File: config.mk
export PLATFORM = sky130hd
export DESIGN_NAME = json_token_lexer_core_flat
export DESIGN_NICKNAME = d
export VERILOG_FILES = /design/src/sv/jtl_pkg.sv /design/src/sv/jtl_if.sv /design/src/sv/jtl_engine.sv /design/src/sv/json_token_lexer_core.sv /design/src/flat_wrapper.sv
export VERILOG_INCLUDE_DIRS = /design/src /design/src/sv
export SDC_FILE = /design/constraint.sdc
export NUM_CORES = 1
export LEC_CHECK = 0
export BUFFER_PORTS_ARGS = -buffer_cell sky130_fd_sc_hd__buf_2
export CAP_MARGIN = 0
export CORE_ASPECT_RATIO = 1.2
export CORE_MARGIN = 2
export CORE_UTILIZATION = 40
export CTS_BUF_LIST = sky130_fd_sc_hd__clkbuf_4
export CTS_CLUSTER_DIAMETER = 80
export DETAILED_ROUTE_END_ITERATION = 6
export PLACE_DENSITY = 0.58
export SLEW_MARGIN = 40
export SYNTH_ARGS = -nofsm -noshare
export SYNTH_HDL_FRONTEND = slang
export SYNTH_SLANG_ARGS = --single-unit
File: constraint.sdc
create_clock -name clk -period 5.9 [get_ports clk]
set_input_delay 0 -clock clk [delete_from_list [all_inputs] [get_ports clk]]
set_output_delay 0 -clock clk [all_outputs]
set_load 0.02 [all_outputs]
File: src/sv/json_token_lexer_core_macros.svh
// Assertion helpers shared by the lexer modules.
// Each macro expects signals named clk and rst_n in the using module.
`ifndef JSON_TOKEN_LEXER_CORE_MACROS_SVH
`define JSON_TOKEN_LEXER_CORE_MACROS_SVH

// A property that must hold at every clock edge outside reset.
`define JTL_ASSERT(lbl, prop, msg) \
    lbl: assert property (@(posedge clk) disable iff (!rst_n) (prop)) else $error(msg);

// A condition that must be followed by another one in the next cycle.
`define JTL_ASSERT_NEXT(lbl, ante, cons, msg) \
    lbl: assert property (@(posedge clk) disable iff (!rst_n) (ante) |=> (cons)) else $error(msg);

`endif

File: src/sv/jtl_pkg.sv
`timescale 1ns / 1ps

package jtl_pkg;

    typedef enum logic [4:0] {
        MODE_IDLE   = 5'b00001,
        MODE_STRING = 5'b00010,
        MODE_NUMBER = 5'b00100,
        MODE_WORD   = 5'b01000,
        MODE_HALTED = 5'b10000
    } mode_t;

    typedef logic [3:0] kind_t;

    localparam kind_t KIND_OBJ_OPEN = 4'd0;
    localparam kind_t KIND_OBJ_CLOSE = 4'd1;
    localparam kind_t KIND_ARR_OPEN = 4'd2;
    localparam kind_t KIND_ARR_CLOSE = 4'd3;
    localparam kind_t KIND_COLON = 4'd4;
    localparam kind_t KIND_COMMA = 4'd5;
    localparam kind_t KIND_STRING = 4'd6;
    localparam kind_t KIND_NUMBER = 4'd7;
    localparam kind_t KIND_BOOLEAN = 4'd8;
    localparam kind_t KIND_NULL = 4'd9;
    localparam kind_t KIND_EOF = 4'd10;
    localparam kind_t KIND_BAD_WORD = 4'd11;
    localparam kind_t KIND_BAD_BYTE = 4'd12;

    localparam logic [7:0] CH_LBRACE = 8'h7B;
    localparam logic [7:0] CH_RBRACE = 8'h7D;
    localparam logic [7:0] CH_LBRACKET = 8'h5B;
    localparam logic [7:0] CH_RBRACKET = 8'h5D;
    localparam logic [7:0] CH_COLON = 8'h3A;
    localparam logic [7:0] CH_COMMA = 8'h2C;
    localparam logic [7:0] CH_QUOTE = 8'h22;
    localparam logic [7:0] CH_MINUS = 8'h2D;
    localparam logic [7:0] CH_DOT = 8'h2E;

    // Words are packed with their first letter in the low byte.
    localparam logic [39:0] WORD_TRUE = 40'h0065757274;
    localparam logic [39:0] WORD_FALSE = 40'h65736C6166;
    localparam logic [39:0] WORD_NULL = 40'h006C6C756E;
    localparam logic [2:0] WORD_LEN_MAX = 3'd5;

    typedef struct packed {
        kind_t      token_kind;
        logic [7:0] text_byte;
        logic       has_byte;
        logic       token_done;
        logic       bool_value;
        logic       last_result;
    } rec_t;

    // Records produced for one accepted byte, in delivery order.
    typedef struct packed {
        logic [1:0] count;
        rec_t       rec0;
        rec_t       rec1;
    } step_t;

endpackage

File: src/sv/jtl_if.sv
`timescale 1ns / 1ps

interface jtl_in_if;
    logic       valid;
    logic       ready;
    logic [7:0] byte_value;
    logic       end_of_text;

    modport source (output valid, output byte_value, output end_of_text, input ready);
    modport sink (input valid, input byte_value, input end_of_text, output ready);
endinterface

interface jtl_out_if;
    logic       valid;
    logic       ready;
    logic [3:0] token_kind;
    logic [7:0] text_byte;
    logic       has_byte;
    logic       token_done;
    logic       bool_value;
    logic       last_result;

    modport source (
        output valid, output token_kind, output text_byte, output has_byte,
        output token_done, output bool_value, output last_result, input ready
    );
    modport sink (
        input valid, input token_kind, input text_byte, input has_byte,
        input token_done, input bool_value, input last_result, output ready
    );
endinterface

File: src/sv/jtl_engine.sv
`timescale 1ns / 1ps
`include "json_token_lexer_core_macros.svh"

module jtl_engine (
    input  logic          clk,
    input  logic          rst_n,
    input  logic          fire,
    input  logic [7:0]    byte_value,
    input  logic          end_of_text,
    output jtl_pkg::step_t step
);
    import jtl_pkg::*;

    mode_t       mode_reg, mode_next;
    logic [39:0] word_reg, word_next;
    logic [2:0]  len_reg, len_next;

    logic        eot;
    logic        is_space, is_digit, is_letter;
    logic        idle_valid, idle_letter;
    rec_t        idle_rec;
    mode_t       idle_mode;
    logic        word_ok;
    rec_t        word_rec;
    logic        first_valid, second_valid;
    rec_t        first_rec, second_rec;

    function automatic rec_t mk_rec(kind_t kind, logic [7:0] b, logic has, logic done,
                                    logic bv);
        rec_t r;
        r.token_kind = kind;
        r.text_byte = b;
        r.has_byte = has;
        r.token_done = done;
        r.bool_value = bv;
        r.last_result = 1'b0;
        return r;
    endfunction

    assign eot = end_of_text || (byte_value == 8'h00);
    assign is_space = (byte_value == 8'h20) || (byte_value inside {[8'h09:8'h0D]});
    assign is_digit = byte_value inside {[8'h30:8'h39]};
    assign is_letter = byte_value inside {[8'h41:8'h5A], [8'h61:8'h7A]};

    // Lexing of the byte as if no token were open.
    always_comb
    begin
        idle_valid = 1'b0;
        idle_letter = 1'b0;
        idle_mode = MODE_IDLE;
        idle_rec = mk_rec(KIND_EOF, 8'h00, 1'b0, 1'b1, 1'b0);
        if (!is_space)
        begin
            case (byte_value)
                CH_LBRACE:
                begin
                    idle_valid = 1'b1;
                    idle_rec = mk_rec(KIND_OBJ_OPEN, 8'h00, 1'b0, 1'b1, 1'b0);
                end
                CH_RBRACE:
                begin
                    idle_valid = 1'b1;
                    idle_rec = mk_rec(KIND_OBJ_CLOSE, 8'h00, 1'b0, 1'b1, 1'b0);
                end
                CH_LBRACKET:
                begin
                    idle_valid = 1'b1;
                    idle_rec = mk_rec(KIND_ARR_OPEN, 8'h00, 1'b0, 1'b1, 1'b0);
                end
                CH_RBRACKET:
                begin
                    idle_valid = 1'b1;
                    idle_rec = mk_rec(KIND_ARR_CLOSE, 8'h00, 1'b0, 1'b1, 1'b0);
                end
                CH_COLON:
                begin
                    idle_valid = 1'b1;
                    idle_rec = mk_rec(KIND_COLON, 8'h00, 1'b0, 1'b1, 1'b0);
                end
                CH_COMMA:
                begin
                    idle_valid = 1'b1;
                    idle_rec = mk_rec(KIND_COMMA, 8'h00, 1'b0, 1'b1, 1'b0);
                end
                CH_QUOTE:
                begin
                    idle_mode = MODE_STRING;
                end
                default:
                begin
                    if (is_digit || (byte_value == CH_MINUS))
                    begin
                        idle_valid = 1'b1;
                        idle_mode = MODE_NUMBER;
                        idle_rec = mk_rec(KIND_NUMBER, byte_value, 1'b1, 1'b0, 1'b0);
                    end
                    else if (is_letter)
                    begin
                        idle_letter = 1'b1;
                        idle_mode = MODE_WORD;
                    end
                    else
                    begin
                        idle_valid = 1'b1;
                        idle_mode = MODE_HALTED;
                        idle_rec = mk_rec(KIND_BAD_BYTE, 8'h00, 1'b0, 1'b1, 1'b0);
                    end
                end
            endcase
        end
    end

    // Record for the buffered word when it ends.
    always_comb
    begin
        word_ok = 1'b1;
        if ((len_reg == 3'd4) && (word_reg == WORD_TRUE))
        begin
            word_rec = mk_rec(KIND_BOOLEAN, 8'h00, 1'b0, 1'b1, 1'b1);
        end
        else if ((len_reg == WORD_LEN_MAX) && (word_reg == WORD_FALSE))
        begin
            word_rec = mk_rec(KIND_BOOLEAN, 8'h00, 1'b0, 1'b1, 1'b0);
        end
        else if ((len_reg == 3'd4) && (word_reg == WORD_NULL))
        begin
            word_rec = mk_rec(KIND_NULL, 8'h00, 1'b0, 1'b1, 1'b0);
        end
        else
        begin
            word_ok = 1'b0;
            word_rec = mk_rec(KIND_BAD_WORD, 8'h00, 1'b0, 1'b1, 1'b0);
        end
    end

    always_comb
    begin
        first_valid = 1'b0;
        first_rec = idle_rec;
        second_valid = 1'b0;
        second_rec = idle_rec;
        mode_next = mode_reg;
        word_next = word_reg;
        len_next = len_reg;
        if (eot)
        begin
            case (mode_reg)
                MODE_STRING:
                begin
                    first_valid = 1'b1;
                    first_rec = mk_rec(KIND_STRING, 8'h00, 1'b0, 1'b1, 1'b0);
                end
                MODE_NUMBER:
                begin
                    first_valid = 1'b1;
                    first_rec = mk_rec(KIND_NUMBER, 8'h00, 1'b0, 1'b1, 1'b0);
                end
                MODE_WORD:
                begin
                    first_valid = 1'b1;
                    first_rec = word_rec;
                end
                default:
                begin
                    first_valid = 1'b0;
                end
            endcase
            second_valid = 1'b1;
            second_rec = mk_rec(KIND_EOF, 8'h00, 1'b0, 1'b1, 1'b0);
            mode_next = MODE_IDLE;
            word_next = '0;
            len_next = '0;
        end
        else
        begin
            case (mode_reg)
                MODE_HALTED:
                begin
                    mode_next = MODE_HALTED;
                end
                MODE_STRING:
                begin
                    first_valid = 1'b1;
                    if (byte_value == CH_QUOTE)
                    begin
                        first_rec = mk_rec(KIND_STRING, 8'h00, 1'b0, 1'b1, 1'b0);
                        mode_next = MODE_IDLE;
                    end
                    else
                    begin
                        first_rec = mk_rec(KIND_STRING, byte_value, 1'b1, 1'b0, 1'b0);
                    end
                end
                MODE_NUMBER:
                begin
                    first_valid = 1'b1;
                    if (is_digit || (byte_value == CH_DOT) || (byte_value == CH_MINUS))
                    begin
                        first_rec = mk_rec(KIND_NUMBER, byte_value, 1'b1, 1'b0, 1'b0);
                    end
                    else
                    begin
                        first_rec = mk_rec(KIND_NUMBER, 8'h00, 1'b0, 1'b1, 1'b0);
                        second_valid = idle_valid;
                        mode_next = idle_mode;
                        if (idle_letter)
                        begin
                            word_next = {32'h0, byte_value};
                            len_next = 3'd1;
                        end
                    end
                end
                MODE_WORD:
                begin
                    if (is_letter)
                    begin
                        if (len_reg < WORD_LEN_MAX)
                        begin
                            word_next = word_reg | ({32'h0, byte_value} << {len_reg, 3'b000});
                            len_next = len_reg + 3'd1;
                        end
                        else
                        begin
                            first_valid = 1'b1;
                            first_rec = mk_rec(KIND_BAD_WORD, 8'h00, 1'b0, 1'b1, 1'b0);
                            word_next = '0;
                            len_next = '0;
                            mode_next = MODE_HALTED;
                        end
                    end
                    else
                    begin
                        first_valid = 1'b1;
                        first_rec = word_rec;
                        word_next = '0;
                        len_next = '0;
                        if (word_ok)
                        begin
                            second_valid = idle_valid;
                            mode_next = idle_mode;
                            if (idle_letter)
                            begin
                                word_next = {32'h0, byte_value};
                                len_next = 3'd1;
                            end
                        end
                        else
                        begin
                            mode_next = MODE_HALTED;
                        end
                    end
                end
                default:
                begin
                    second_valid = idle_valid;
                    mode_next = idle_mode;
                    if (idle_letter)
                    begin
                        word_next = {32'h0, byte_value};
                        len_next = 3'd1;
                    end
                end
            endcase
        end
    end

    always_comb
    begin
        step.count = {1'b0, first_valid} + {1'b0, second_valid};
        step.rec0 = first_valid ? first_rec : second_rec;
        step.rec1 = second_rec;
        if (first_valid && second_valid)
        begin
            step.rec1.last_result = 1'b1;
        end
        else
        begin
            step.rec0.last_result = 1'b1;
        end
    end

    always_ff @(posedge clk or negedge rst_n)
    begin
        if (!rst_n)
        begin
            mode_reg <= MODE_IDLE;
            word_reg <= '0;
            len_reg <= '0;
        end
        else if (fire)
        begin
            mode_reg <= mode_next;
            word_reg <= word_next;
            len_reg <= len_next;
        end
    end

    `JTL_ASSERT(a_len_bound, len_reg <= WORD_LEN_MAX, "word length beyond five letters")
    `JTL_ASSERT(a_halt_silent, !(fire && !eot && (mode_reg == MODE_HALTED)) || (step.count == 2'd0), "halted lexer produced a record")
    `JTL_ASSERT(a_eot_last, !(fire && eot) || ((step.count == 2'd1) && (step.rec0.token_kind == KIND_EOF)) || ((step.count == 2'd2) && (step.rec1.token_kind == KIND_EOF)), "end of text without closing eof record")
    `JTL_ASSERT_NEXT(a_eot_idle, fire && eot, (mode_reg == MODE_IDLE) && (len_reg == 3'd0) && (word_reg == 40'h0), "lexer not idle after end of text")

endmodule

File: src/sv/json_token_lexer_core.sv
// JSON token lexer.
// The text channel takes one request per cycle while it is ready: a text
// byte, or the end of the text (end_of_text high, or a zero byte). The token
// channel gives zero, one or two token records per request, in text order.
// A byte is lexed in the cycle it is accepted, and its records enter a small
// record queue; if the queue was empty, the first one is offered on the
// token channel in the next cycle.
// Throughput is one byte per cycle while the queue has room. A byte that
// closes a number or a word and itself gives a record, or the end of text
// inside an open token, gives two records, offered one after the other.
// The text channel is ready while the queue has room for two records, so a
// stalled receiver lets FIFO_DEPTH - 1 or FIFO_DEPTH records build up before
// the text channel stops; no record is lost or repeated.
// Reset empties the queue and puts the lexer between tokens with an empty
// word buffer. An unknown byte or word halts the lexer; later bytes give no
// records until the end of text, which gives an eof record and resumes.
`timescale 1ns / 1ps
`include "json_token_lexer_core_macros.svh"

module json_token_lexer_core #(
    parameter int FIFO_DEPTH = 4
) (
    input logic      clk,
    input logic      rst_n,
    jtl_in_if.sink   text,
    jtl_out_if.source tokens
);
    import jtl_pkg::*;

    localparam int PTR_W = (FIFO_DEPTH > 1) ? $clog2(FIFO_DEPTH) : 1;
    localparam int CNT_W = $clog2(FIFO_DEPTH + 1);
    localparam logic [PTR_W-1:0] PTR_LAST = PTR_W'(FIFO_DEPTH - 1);
    localparam logic [CNT_W-1:0] CNT_ROOM = CNT_W'(FIFO_DEPTH - 2);
    localparam logic [CNT_W-1:0] CNT_FULL = CNT_W'(FIFO_DEPTH);

    rec_t             queue_reg [FIFO_DEPTH];
    logic [PTR_W-1:0] wr_ptr_reg, wr_ptr_next;
    logic [PTR_W-1:0] rd_ptr_reg, rd_ptr_next;
    logic [CNT_W-1:0] count_reg, count_next;
    logic [PTR_W-1:0] wr_ptr_second;
    logic             fire;
    logic             pop;
    step_t            step;
    rec_t             head;

    function automatic logic [PTR_W-1:0] ptr_inc(logic [PTR_W-1:0] p);
        return (p == PTR_LAST) ? '0 : p + PTR_W'(1);
    endfunction

    assign text.ready = (count_reg <= CNT_ROOM);
    assign fire = text.valid && text.ready;
    assign pop = tokens.valid && tokens.ready;

    jtl_engine u_engine (
        .clk         (clk),
        .rst_n       (rst_n),
        .fire        (fire),
        .byte_value  (text.byte_value),
        .end_of_text (text.end_of_text),
        .step        (step)
    );

    assign wr_ptr_second = ptr_inc(wr_ptr_reg);

    always_comb
    begin
        wr_ptr_next = wr_ptr_reg;
        if (fire && (step.count == 2'd1))
        begin
            wr_ptr_next = wr_ptr_second;
        end
        else if (fire && (step.count == 2'd2))
        begin
            wr_ptr_next = ptr_inc(wr_ptr_second);
        end
        rd_ptr_next = pop ? ptr_inc(rd_ptr_reg) : rd_ptr_reg;
        count_next = count_reg + (fire ? CNT_W'(step.count) : '0) - CNT_W'(pop);
    end

    always_ff @(posedge clk)
    begin
        if (fire && (step.count != 2'd0))
        begin
            queue_reg[wr_ptr_reg] <= step.rec0;
        end
        if (fire && (step.count == 2'd2))
        begin
            queue_reg[wr_ptr_second] <= step.rec1;
        end
    end

    always_ff @(posedge clk or negedge rst_n)
    begin
        if (!rst_n)
        begin
            wr_ptr_reg <= '0;
            rd_ptr_reg <= '0;
            count_reg <= '0;
        end
        else
        begin
            wr_ptr_reg <= wr_ptr_next;
            rd_ptr_reg <= rd_ptr_next;
            count_reg <= count_next;
        end
    end

    assign head = queue_reg[rd_ptr_reg];
    assign tokens.valid = (count_reg != '0);
    assign tokens.token_kind = head.token_kind;
    assign tokens.text_byte = head.text_byte;
    assign tokens.has_byte = head.has_byte;
    assign tokens.token_done = head.token_done;
    assign tokens.bool_value = head.bool_value;
    assign tokens.last_result = head.last_result;

    `JTL_ASSERT(a_queue_bound, count_reg <= CNT_FULL, "record queue overflow")
    `JTL_ASSERT_NEXT(a_push_count, fire && !pop && (step.count == 2'd2), count_reg == $past(count_reg) + CNT_W'(2), "record queue count lost a push")
    `JTL_ASSERT_NEXT(a_head_hold, tokens.valid && !pop, $stable(head), "stalled record changed")

endmodule
File: src/flat_wrapper.sv
// flat-port wrapper written by rule: the top's interface ports become plain ports
module json_token_lexer_core_flat import jtl_pkg::*;
#(
    parameter int FIFO_DEPTH = 4
)
  (clk, rst_n, text_valid, text_byte_value, text_end_of_text, text_ready, tokens_valid, tokens_token_kind, tokens_text_byte, tokens_has_byte, tokens_token_done, tokens_bool_value, tokens_last_result, tokens_ready);
  jtl_in_if text_i ();
  jtl_out_if tokens_i ();
  input logic clk;
  input logic rst_n;
  input wire logic [$bits(text_i.valid)-1:0] text_valid;
  input wire logic [$bits(text_i.byte_value)-1:0] text_byte_value;
  input wire logic [$bits(text_i.end_of_text)-1:0] text_end_of_text;
  output wire logic [$bits(text_i.ready)-1:0] text_ready;
  output wire logic [$bits(tokens_i.valid)-1:0] tokens_valid;
  output wire logic [$bits(tokens_i.token_kind)-1:0] tokens_token_kind;
  output wire logic [$bits(tokens_i.text_byte)-1:0] tokens_text_byte;
  output wire logic [$bits(tokens_i.has_byte)-1:0] tokens_has_byte;
  output wire logic [$bits(tokens_i.token_done)-1:0] tokens_token_done;
  output wire logic [$bits(tokens_i.bool_value)-1:0] tokens_bool_value;
  output wire logic [$bits(tokens_i.last_result)-1:0] tokens_last_result;
  input wire logic [$bits(tokens_i.ready)-1:0] tokens_ready;
  assign text_i.valid = text_valid;
  assign text_i.byte_value = text_byte_value;
  assign text_i.end_of_text = text_end_of_text;
  assign text_ready = text_i.ready;
  assign tokens_valid = tokens_i.valid;
  assign tokens_token_kind = tokens_i.token_kind;
  assign tokens_text_byte = tokens_i.text_byte;
  assign tokens_has_byte = tokens_i.has_byte;
  assign tokens_token_done = tokens_i.token_done;
  assign tokens_bool_value = tokens_i.bool_value;
  assign tokens_last_result = tokens_i.last_result;
  assign tokens_i.ready = tokens_ready;
  json_token_lexer_core #(.FIFO_DEPTH(FIFO_DEPTH)) u_core (.clk(clk), .rst_n(rst_n), .text(text_i), .tokens(tokens_i));
endmodule
==> results of run 1 <==
-- cell type report --
cell class / count / area [sq um] / share of cell area
clock buffer: 18 / 135.1 / 0.01868
tap: 212 / 265.3 / 0.03667
antenna: 1 / 2.502 / 0.0003459
clock inverter: 13 / 128.9 / 0.01781
sequential: 119 / 3261 / 0.4507
inverter: 16 / 62.56 / 0.008648
timing repair buffer: 46 / 312.8 / 0.04324
multi-input combinational: 437 / 3067 / 0.4239
-- cell families after synthesis --
| group | synth area share |
|---|---|
| multiplexers | 0.05680 |
| adder cells (fa/ha/maj) | 0.03366 |
| AND/OR/NAND/NOR | 0.1845 |
| AO/OA/AOI/OAI | 0.1807 |
| XOR/XNOR | 0.009371 |
| flip-flops | 0.4982 |
| buffers and inverters | 0.03672 |
-- metrics by stage --
step	hold slack [ps]	setup slack, ps	util	total power [W]	instance area (sq um)
after floorplan	-295.6	2357	-	0.001698	6543
after global placement	171.7	1522	0.4216	0.001895	6807
after detailed placement	184.5	1550	0.4221	0.001913	6814
after CTS	84.04	1525	0.4452	0.002484	7188
after global routing	190.6	1107	0.4481	0.002624	7234
final	127.4	1466	0.4481	0.002461	7234
-- report_power, final --
group          switching, W  total (W)  internal, W  leakage (nW)
Combinational      0.000448   0.000769     0.000321          1.30
Sequential         0.000137    0.00113     0.000992          1.36
Clock              0.000312   0.000564     0.000252         0.150
-- per-layer routing --
| layer | GRT usage | up-vias |
|---|---|---|
| li1 | - | 2353 |
| met1 | 0.2508 | 2478 |
| met2 | 0.3509 | 153 |
| met3 | 0.04377 | 22 |
| met4 | 0.06242 | 0 |
| met5 | 0 | - |
-- worst register-to-register path: cells and delay by family, from the launching register on --
kind	cells	cell delay (ps)
AND/OR/NAND/NOR	6	1860
AO/OA/AOI/OAI	3	760
flip-flops	1	590
adder cells (fa/ha/maj)	2	590
buffers and inverters	1	220
-- worst paths after layout --
path,from,end,slack (ps),cells after the start
max in group asynchronous,rst_n,u_core.u_engine.word_reg[5],4970,5
max,u_core.u_engine.len_reg[0],u_core.queue_reg[2][2],1470,12
min reg2reg,u_core.queue_reg[3][1],u_core.queue_reg[3][1],500,2
max reg2reg,u_core.u_engine.len_reg[0],u_core.queue_reg[2][2],1470,12
min in group asynchronous,rst_n,u_core.count_reg[2],450,4
min,text_valid,u_core.u_engine.len_reg[2],130,4
-- placed cells by master, fill, tap and decap left out, drive strengths merged, types with 8 or more instances in the layout --
cell type and n:
a21o 8, a21oi 49, a22o 8, a31oi 17, and3 8, buf 34
clkbuf 18, dfrtp 54, dlygate4sd3 12, edfxtp 60, ha 16, inv 22
mux4 16, nand2 39, nand3 19, nor2 71, nor2b 21, nor3 9
o21ai 28, o22ai 18
==> run metrics, run 1 <==
run status finished clean; highest metal used met4; area delta synth->final 10.58%; Synth Flop Type edfxtp_1; slowest cell delay on critical path 590 ps; CP Data Arrival Time 4550 ps; Rows 51; warnings from Yosys 0; Max-slew headroom 0.4845; Vias/cell 5.807; Worst path slowest cell dfrtp_1; WS Path Type flop to flop; Post-Synthesis Cell Area 6543 sq um; CTS H-tree lvls 4; Post-Syn Area per Cell 10.78 sq um; worst skew pair latency 530 ps; via count 5006; final slew viol count 0; sequential-to-total area share from yosys stat 0.4982; startpoint types flop; Die Width 120.8 um; Final Non-Filler Cells 862; Yosys top cell area share 0.2754; Ports 31; Leak 2.802 nW; Max Root-Sink Buffers 2; Clock Sinks 119; # DRC 0; worst slew pin tran 765.2 ps; placed cell count 817; TritonCTS clock tree built; vias in the first global route 4936; CP Buf/Inv Count 1; Synth top cells by count nor2_1, edfxtp_1, dfrtp_1, a21oi_1, nand2_1; crit end category flop; detailed router's first-iteration violation count 398; clk slew on worst S/H paths 110 ps; worst hold path class input port to flop; crit-path max FO 16; M1 WL 7123 um; Core Box Area 16140 sq um; Largest register FFs 64; Cell Pwr Density 340.2 nW/um^2; worst path required time 6020 ps; grt ovf 0; Nets 667; leading cell type by number of instances after synthesis nor2_1; antenna violations before repair 1; CP top delay family simple AND/OR/NAND/NOR gates; first-pass GRT wire length 26890 um; Mapped Cells 607; Setup-failing EPs final 0; number of enable flip-flop cells after synthesis 60; Port Buffers 30; dpl hpwl 12170 um; max-cap viol count 0; post-route ant nets 0; Sum Neg Setup Slack 0 ps; Inserted Clock Buffers 17; post-CTS setup buffers 0; crit share post-route 0.7516; Async SR Flop Fraction 0.4622; DIE AREA 17400 sq um; share of layout cells above drive strength 1 0.1680; Fin Clk Skew 16.34 ps; minimum clock period 4434 ps; Total GRT Usage 0.2016; Yosys cell types 77; Filler Cell Count 1551; synthesis-stage register bit count 119; Routed WL 16570 um; post-synth top area cell edfxtp_1; Post-Synthesis Net Count 637; largest net degree at the start of global routing 56; Chip Height 144.1 um; RSZ-0062 raised after global routing false; DR WL met2 8559 um; drt first pass iters 7; largest cells by area after synthesis edfxtp_1, dfrtp_1, mux4_2; Resize count post-CTS 0; crit-path cells inv_1 > ha_1 > nor4b_1 > nand4_1 > nor3_1 > o211ai_1 > o211ai_1 > a31o_2 > ha_1 > nand2_1 > nand3_1 > nand2_1; WL/cell 19.22 um; Peak Freq 0.2255 GHz; Initial Util 0.4053; routability cong. 0.8919; maximum VDD drop 160.7 uV; metal3 WL 647 um; Hold-fix buffers, CTS 11; clock root cell clkbuf_4; Final Hold Fails 0
Power figures use the tool's default switching activity.
==> run 2: changes to the inputs <==
ABC_AREA = 1   (was default)
clock period = 4.6 ns   (was 5.9 ns; I/O delays follow)
==> run 2 against run 1 <==
Synthesized cell count up 45%. Area after synthesis rose by 5.3%. Non-clock buffer count increased by 1. Sequential power up 27%. Final cell count increased by 34%. Maximum frequency increased by 9.7%. Critical endpoint is now u_core.queue_reg[2][4]. Largest power group unchanged.
==> run metrics, run 2 <==
Post-Synthesis Cell Area 6887 sq um (was 6543 sq um); Post-Synthesis Net Count 912 (was 637); final slew viol count 0 (unchanged); routability cong. 0.9041 (was 0.8919); Nets 954 (was 667); Peak Freq 0.2473 GHz (was 0.2255 GHz); Leak 3.298 nW (was 2.802 nW); clock share of power 0.243 (was 0.229); Sw Ratio 0.4101 (was 0.3642); synthesis-stage register bit count 119 (unchanged); via count 6132 (was 5006); Inserted Clock Buffers 17 (unchanged); largest net degree at the start of global routing 56 (unchanged); RSZ-0062 raised after global routing false (unchanged); Max Root-Sink Buffers 2 (unchanged); Finished Core Util 0.4564 (was 0.4481); Routed WL 18950 um (was 16570 um); # DRC 0 (unchanged); first-pass GRT wire length 30750 um (was 26890 um); Yosys top cell area share 0.2616 (was 0.2754); Rows 52 (was 51); Port Buffers 30 (unchanged); overall power 0.003702 W (was 0.002461 W); Crit Reg-Reg Startpoint u_core.u_engine.len_reg[0] (unchanged); antenna violations before repair 1 (unchanged); CTS H-tree lvls 4 (unchanged); DIE AREA 18290 sq um (was 17400 sq um); Fin Clk Skew 17.46 ps (was 16.34 ps); WS Path Type flop to flop (unchanged); Yosys cell types 37 (was 77); grt ovf 0 (unchanged); worst skew pair latency 550 ps (was 530 ps); crit share post-route 0.8790 (was 0.7516); CP startpoint u_core.u_engine.len_reg[0] (unchanged); startpoint types flop (unchanged); end point of the critical path u_core.queue_reg[2][4] (was u_core.queue_reg[2][2]); vias in the first global route 5882 (was 4936); Filler Cell Count 1746 (was 1551); Hold Slack 28.60 ps (was 127.4 ps); Chip Height 147.7 um (was 144.1 um); detailed router's first-iteration violation count 507 (was 398); TritonCTS clock tree built (unchanged); Cell Pwr Density 481.4 nW/um^2 (was 340.2 nW/um^2); Total GRT Usage 0.2206 (was 0.2016); warnings from Yosys 0 (unchanged); Initial Util 0.4087 (was 0.4053); number of enable flip-flop cells after synthesis 60 (unchanged); Post-Syn Area per Cell 7.808 sq um (was 10.78 sq um); Clock Sinks 119 (unchanged); worst path required time 4790 ps (was 6020 ps); Flop pwr share 0.386 (was 0.459); worst hold path class input port to async pin (was input port to flop); Synth Flop Type edfxtp_1 (unchanged); minimum clock period 4043 ps (was 4434 ps); Comb pwr share 0.371 (was 0.312); drt first pass iters 7 (unchanged); post-synth top area cell edfxtp_1 (unchanged); max-cap viol count 0 (unchanged); run status finished clean (unchanged); Ports 31 (unchanged); P_sw 0.001518 W (was 0.0008964 W); crit end category flop (unchanged); placed cell area 7224 sq um (was 6814 sq um); Max-slew headroom 0.5013 (was 0.4845); commonest non-fill, non-tap cell in the layout nand2_1 (was nor2_1); clock root cell clkbuf_4 (unchanged); CP Data Arrival Time 4230 ps (was 4550 ps); clk slew on worst S/H paths 120 ps (was 110 ps); maximum VDD drop 208.1 uV (was 160.7 uV); Vias/cell 5.314 (was 5.807); Sum Neg Setup Slack 0 ps (unchanged); Mapped Cells 882 (was 607); Core Box Area 16850 sq um (was 16140 sq um); sequential-to-total area share from yosys stat 0.4733 (was 0.4982); post-route ant nets 0 (unchanged); post-route cell area 7691 sq um (was 7234 sq um); share of layout cells above drive strength 1 0.1046 (was 0.1680); Die Width 123.8 um (was 120.8 um); Largest register FFs 64 (unchanged); P_int 0.002184 W (was 0.001565 W); most frequent cells in the layout nand2_1, nor2_1, inv_1, nand3_1, o21ai_0 (was nor2_1, edfxtp_1, dfrtp_1, a21oi_1, nand2_1); worst slew pin tran 746.3 ps (was 765.2 ps); leading cell type by number of instances after synthesis nand2_1 (was nor2_1); crit-path max FO 15 (was 16); largest cells by area after synthesis edfxtp_1, dfrtp_1, nand2_1 (was edfxtp_1, dfrtp_1, mux4_2); R2R Setup Slk 560 ps (was 1470 ps); worst r2r dst u_core.queue_reg[2][4] (was u_core.queue_reg[2][2]); Setup-failing EPs final 0 (unchanged); Async SR Flop Fraction 0.4622 (unchanged); area delta synth->final 11.68% (was 10.58%); WL/cell 16.42 um (was 19.22 um); post-CTS setup buffers 0 (unchanged); dpl hpwl 13620 um (was 12170 um); worst-case reg-to-reg path depth 16 (was 12); Synth top cells by count nand2_1, nor2_1, inv_1, nand3_1, o21ai_0 (was nor2_1, edfxtp_1, dfrtp_1, a21oi_1, nand2_1); Final Hold Fails 0 (unchanged)
## run 2: cell count changes in the layout (fill, tap and decap cells not counted), moves of 13 or more
cell,before,now
nand2_1,38,209
inv_1,15,95
nor2_1,70,134
nand3_1,19,66
o21ai_0,27,65
a21boi_1,1,31
a21oi_1,48,18
nor2b_1,21,0
mux4_2,16,0
a31oi_1,16,2
o22ai_1,18,31
## run 2: area by class of cell
| class | count | area, sq um | share of cell area |
|---|---|---|---|
| flip-flops and latches | 119 | 3259 | 0.4238 |
| diodes | 1 | 2.502 | 0.0003254 |
| repair buffers | 47 | 309.0 | 0.04018 |
| multi-input cells | 633 | 3102 | 0.4033 |
| clock buffers | 17 | 127.6 | 0.01659 |
| clock inverters | 15 | 220.2 | 0.02863 |
| inverters | 106 | 400.4 | 0.05206 |
| well taps | 216 | 270.3 | 0.03514 |
## run 2: how the worst min path moves through the flow
stage | from | end | slack (ps) | cells past startpoint
after floorplan | rst_n | u_core.count_reg[0] | -300 | 0
after global placement | rst_n | u_core.count_reg[0] | 190 | 2
after detailed placement | rst_n | u_core.count_reg[0] | 200 | 2
after CTS | text_valid | u_core.wr_ptr_reg[0] | 20 | 5
after global routing | text_valid | u_core.wr_ptr_reg[0] | 60 | 5
final | rst_n | u_core.u_engine.word_reg[34] | 30 | 3
## run 2: timing repair
item / in CTS / in global routing
hold buffers: 11 / 0
hold endpoints to repair: 93 / 0
gates resized for setup: 0 / 0
## run 2: power groups by stage
stage               clock network, W  registers (W)  logic, W
floorplan                          0        0.00141   0.00101
global placement                   0        0.00145   0.00138
detailed placement                 0        0.00145   0.00138
CTS                         0.000919        0.00143   0.00139
global route                0.000962        0.00145   0.00156
finish                      0.000900        0.00143   0.00137
## run 2: kinds of logic after synthesis
family | count (synthesis) | synth area share
fa+ha+maj | 17 | 0.03198
compound gates | 160 | 0.1372
xor+xnor | 3 | 0.003816
buf+inv | 130 | 0.07667
flops | 119 | 0.4733
simple gates | 453 | 0.2771
## run 2: metrics by stage
stage	instances	setup slack (ps)
6_report	1154	556.6
5_1_grt	1154	143.1
4_1_cts	1153	558.0
3_5_place_dp	1110	574.8
3_3_place_gp	1110	832.6
2_1_floorplan	882	1514
## run 2: layer usage
metal,up-vias,global-route usage,share of wire
li1,3013,-,-
met5,-,0,0
met4,0,0.08011,0.025
met2,180,0.3701,0.49
met3,34,0.04630,0.050
met1,2905,0.2784,0.43
## run 2: worst max-delay path: stages, from the launching register on
cell and delay (ps):
dfrtp_1 580, inv_1 180, ha_1 160, nand2_1 60, nand3b_1 160, nor2_1 110
nand3_1 140, nand3_1 160, nand2_1 70, nand2_1 120, nand2_1 90, o21ai_0 220
ha_1 270, nand2_1 180, nor2_1 410, inv_1 250, nand2_1 550
==> run 3: changes to the inputs <==
PLACE_DENSITY = default   (was 0.58)
PLACE_DENSITY_LB_ADDON = 0.1   (was default)
==> run 3 against run 2 <==
Sequential share of layout area increased by 0.30 points. Clock skew increased by 4.0 ps. Critical path depth unchanged. Final cell count about the same. Wire length increased by 1.2%. Register-to-register slack improved by 100 ps. Die area unchanged. Via count decreased by 2.2%. Hold slack got worse by 9.3 ps. Clock power decreased by 16%. Count of clock-buffer cells in the layout increased by 2. Total power decreased by 4.3%. Highest routed layer unchanged.
==> run metrics, run 3 (same netlist as run 2, synthesis figures left out) <==
CP top delay family simple AND/OR/NAND/NOR gates (unchanged); Fin Clk Skew 21.48 ps (was 17.46 ps); CP Buf/Inv Count 2 (unchanged); M1 WL 8372 um (was 8206 um); drt first pass iters 5 (was 7); Leak 3.255 nW (was 3.298 nW); slowest cell delay on critical path 570 ps (was 580 ps); Routed WL 19190 um (was 18950 um); hold depth 5; worst path required time 4800 ps (was 4790 ps); crit share post-route 0.8569 (was 0.8790); Sum Neg Setup Slack 0 ps (unchanged); crit-path max FO 15 (unchanged); Vias/cell 5.194 (was 5.314); CTS H-tree lvls 4 (unchanged); DR WL met2 9730 um (was 9318 um); Max Root-Sink Buffers 2 (unchanged); Largest register FFs 64 (unchanged); crit end category flop (unchanged); footprint of the multi-input gates 3102 sq um (unchanged); DIE AREA 18290 sq um (unchanged); Rows 52 (unchanged); post-CTS setup buffers 0 (unchanged); Ports 31 (unchanged); crit-path cells inv_1 > ha_1 > nand2_1 > nand3b_1 > nor2_1 > nand3_1 > nand3_1 > nand2_1 > nand2_1 > nand2_1 > o21ai_0 > ha_1 > nand2_1 > nor2_1 > inv_1 > nand2_1 (unchanged); Port Buffers 30 (unchanged); Top cell by count, worst path nand2_1 (unchanged); Flop pwr share 0.404 (was 0.386); dpl hpwl 14140 um (was 13620 um); worst hold path class input port to flop (was input port to async pin); run status finished clean (unchanged); maximum VDD drop 191.8 uV (was 208.1 uV); highest metal used met4 (unchanged); antenna violations before repair 1 (unchanged); Worst path slowest cell dfrtp_1 (unchanged); P_int 0.002066 W (was 0.002184 W); Filler Cell Count 1765 (was 1746); TritonCTS clock tree built (unchanged); R2R Setup Slk 660 ps (was 560 ps); final slew viol count 0 (unchanged); Nets 955 (was 954); # DRC 0 (unchanged); CP Data Arrival Time 4140 ps (was 4230 ps); metal3 WL 634 um (was 941 um); Total GRT Usage 0.2247 (was 0.2206); RSZ-0062 raised after global routing false (unchanged); max-cap viol count 0 (unchanged); minimum clock period 3942 ps (was 4043 ps); vias in the first global route 5856 (was 5882); Inserted Clock Buffers 17 (unchanged); routability cong. 0.8889 (was 0.9041); Comb pwr share 0.384 (was 0.371); via count 5999 (was 6132); post-route ant nets 0 (unchanged); largest net degree at the start of global routing 56 (unchanged); grt ovf 0 (unchanged); first-pass GRT wire length 30950 um (was 30750 um); worst slew pin tran 763.8 ps (was 746.3 ps); Die Width 123.8 um (unchanged); Hold Slack 19.30 ps (was 28.60 ps); Crit Reg-Reg Startpoint u_core.u_engine.len_reg[0] (unchanged); clock share of power 0.213 (was 0.243); Sw Ratio 0.4170 (was 0.4101); Peak Freq 0.2537 GHz (was 0.2473 GHz); Initial Util 0.4087 (unchanged); clk slew on worst S/H paths 100 ps (was 120 ps); clock root cell clkbuf_4 (unchanged); overall power 0.003544 W (was 0.003702 W); Core Box Area 16850 sq um (unchanged); P_sw 0.001478 W (was 0.001518 W); worst-case reg-to-reg path depth 16 (unchanged); area delta synth->final 10.90% (was 11.68%); Chip Height 147.7 um (unchanged); WL/cell 16.61 um (was 16.42 um); Worst path depth 16 (unchanged); Clock Sinks 119 (unchanged); CP startpoint u_core.u_engine.len_reg[0] (unchanged); detailed router's first-iteration violation count 632 (was 507); Final Hold Fails 0 (unchanged); worst r2r dst u_core.queue_reg[2][8] (was u_core.queue_reg[2][4]); Cell Pwr Density 464.1 nW/um^2 (was 481.4 nW/um^2); most frequent cells in the layout nand2_1, nor2_1, inv_1, nand3_1, o21ai_0 (unchanged); Worst Hold End u_core.wr_ptr_reg[1]; worst skew pair latency 570 ps (was 550 ps); commonest non-fill, non-tap cell in the layout nand2_1 (unchanged); startpoint types flop (unchanged); WS Path Type flop to flop (unchanged); start point of the worst hold path text_valid; FF+latch area 3259 sq um (unchanged); Max-slew headroom 0.4895 (was 0.5013); Setup-failing EPs final 0 (unchanged); share of layout cells above drive strength 1 0.1013 (was 0.1046)
[run 3: worst max path at each step]
stage | to | slack, ps
floorplan | u_core.queue_reg[2][0] | 1510
global placement | u_core.queue_reg[2][10] | 790
detailed placement | u_core.queue_reg[2][11] | 650
CTS | u_core.queue_reg[2][2] | 640
global route | u_core.queue_reg[2][12] | 260
finish | u_core.queue_reg[2][8] | 660
[run 3: power groups by stage]
stage / Clock, W / Combinational (W) / Sequential [W]
finish: 0.000753 / 0.00136 / 0.00143
global route: 0.000823 / 0.00154 / 0.00146
CTS: 0.000776 / 0.00137 / 0.00143
detailed placement: 0 / 0.00136 / 0.00146
global placement: 0 / 0.00136 / 0.00146
floorplan: 0 / 0.00101 / 0.00141
[run 3: stage by stage]
stage                     setup slack, ps  area, sq um  std cells    util
final                               658.3         7637       1155  0.4532
after global routing                256.4         7637       1155  0.4532
after detailed placement            653.6         7219       1109  0.4284
after floorplan                      1514         6887        882       -
after global placement              787.3         7217       1109  0.4283
after CTS                           639.3         7605       1152  0.4513
[run 3: worst register-to-register path, stage by stage, from the launching register on]
cell	delay, ps
dfrtp_1	570
inv_1	180
ha_1	160
nand2_1	60
nand3b_1	160
nor2_1	100
nand3_1	140
nand3_1	150
nand2_1	60
nand2_1	110
nand2_1	90
o21ai_0	220
ha_1	270
nand2_1	170
nor2_1	330
inv_1	250
nand2_1	570
[run 3: what timing repair did]
item,CTS,global route
gates resized for setup,0,0
hold endpoints to repair,95,18
hold buffers,11,1
setup endpoints to repair,0,0
[run 3: cell type report]
type | count | share of cell area
antenna | 1 | 0.0003277
clock buffer | 19 | 0.01868
clock inverter | 13 | 0.01737
inverter | 106 | 0.05242
multi-input combinational | 633 | 0.4061
sequential | 119 | 0.4268
tap | 216 | 0.03539
timing repair buffer | 48 | 0.04292
[run 3: per-layer routing]
metal,GRT usage,vias to the layer above
met5,0,-
met1,0.2827,2819
met3,0.03588,29
li1,-,3016
met4,0.08409,0
met2,0.3849,135
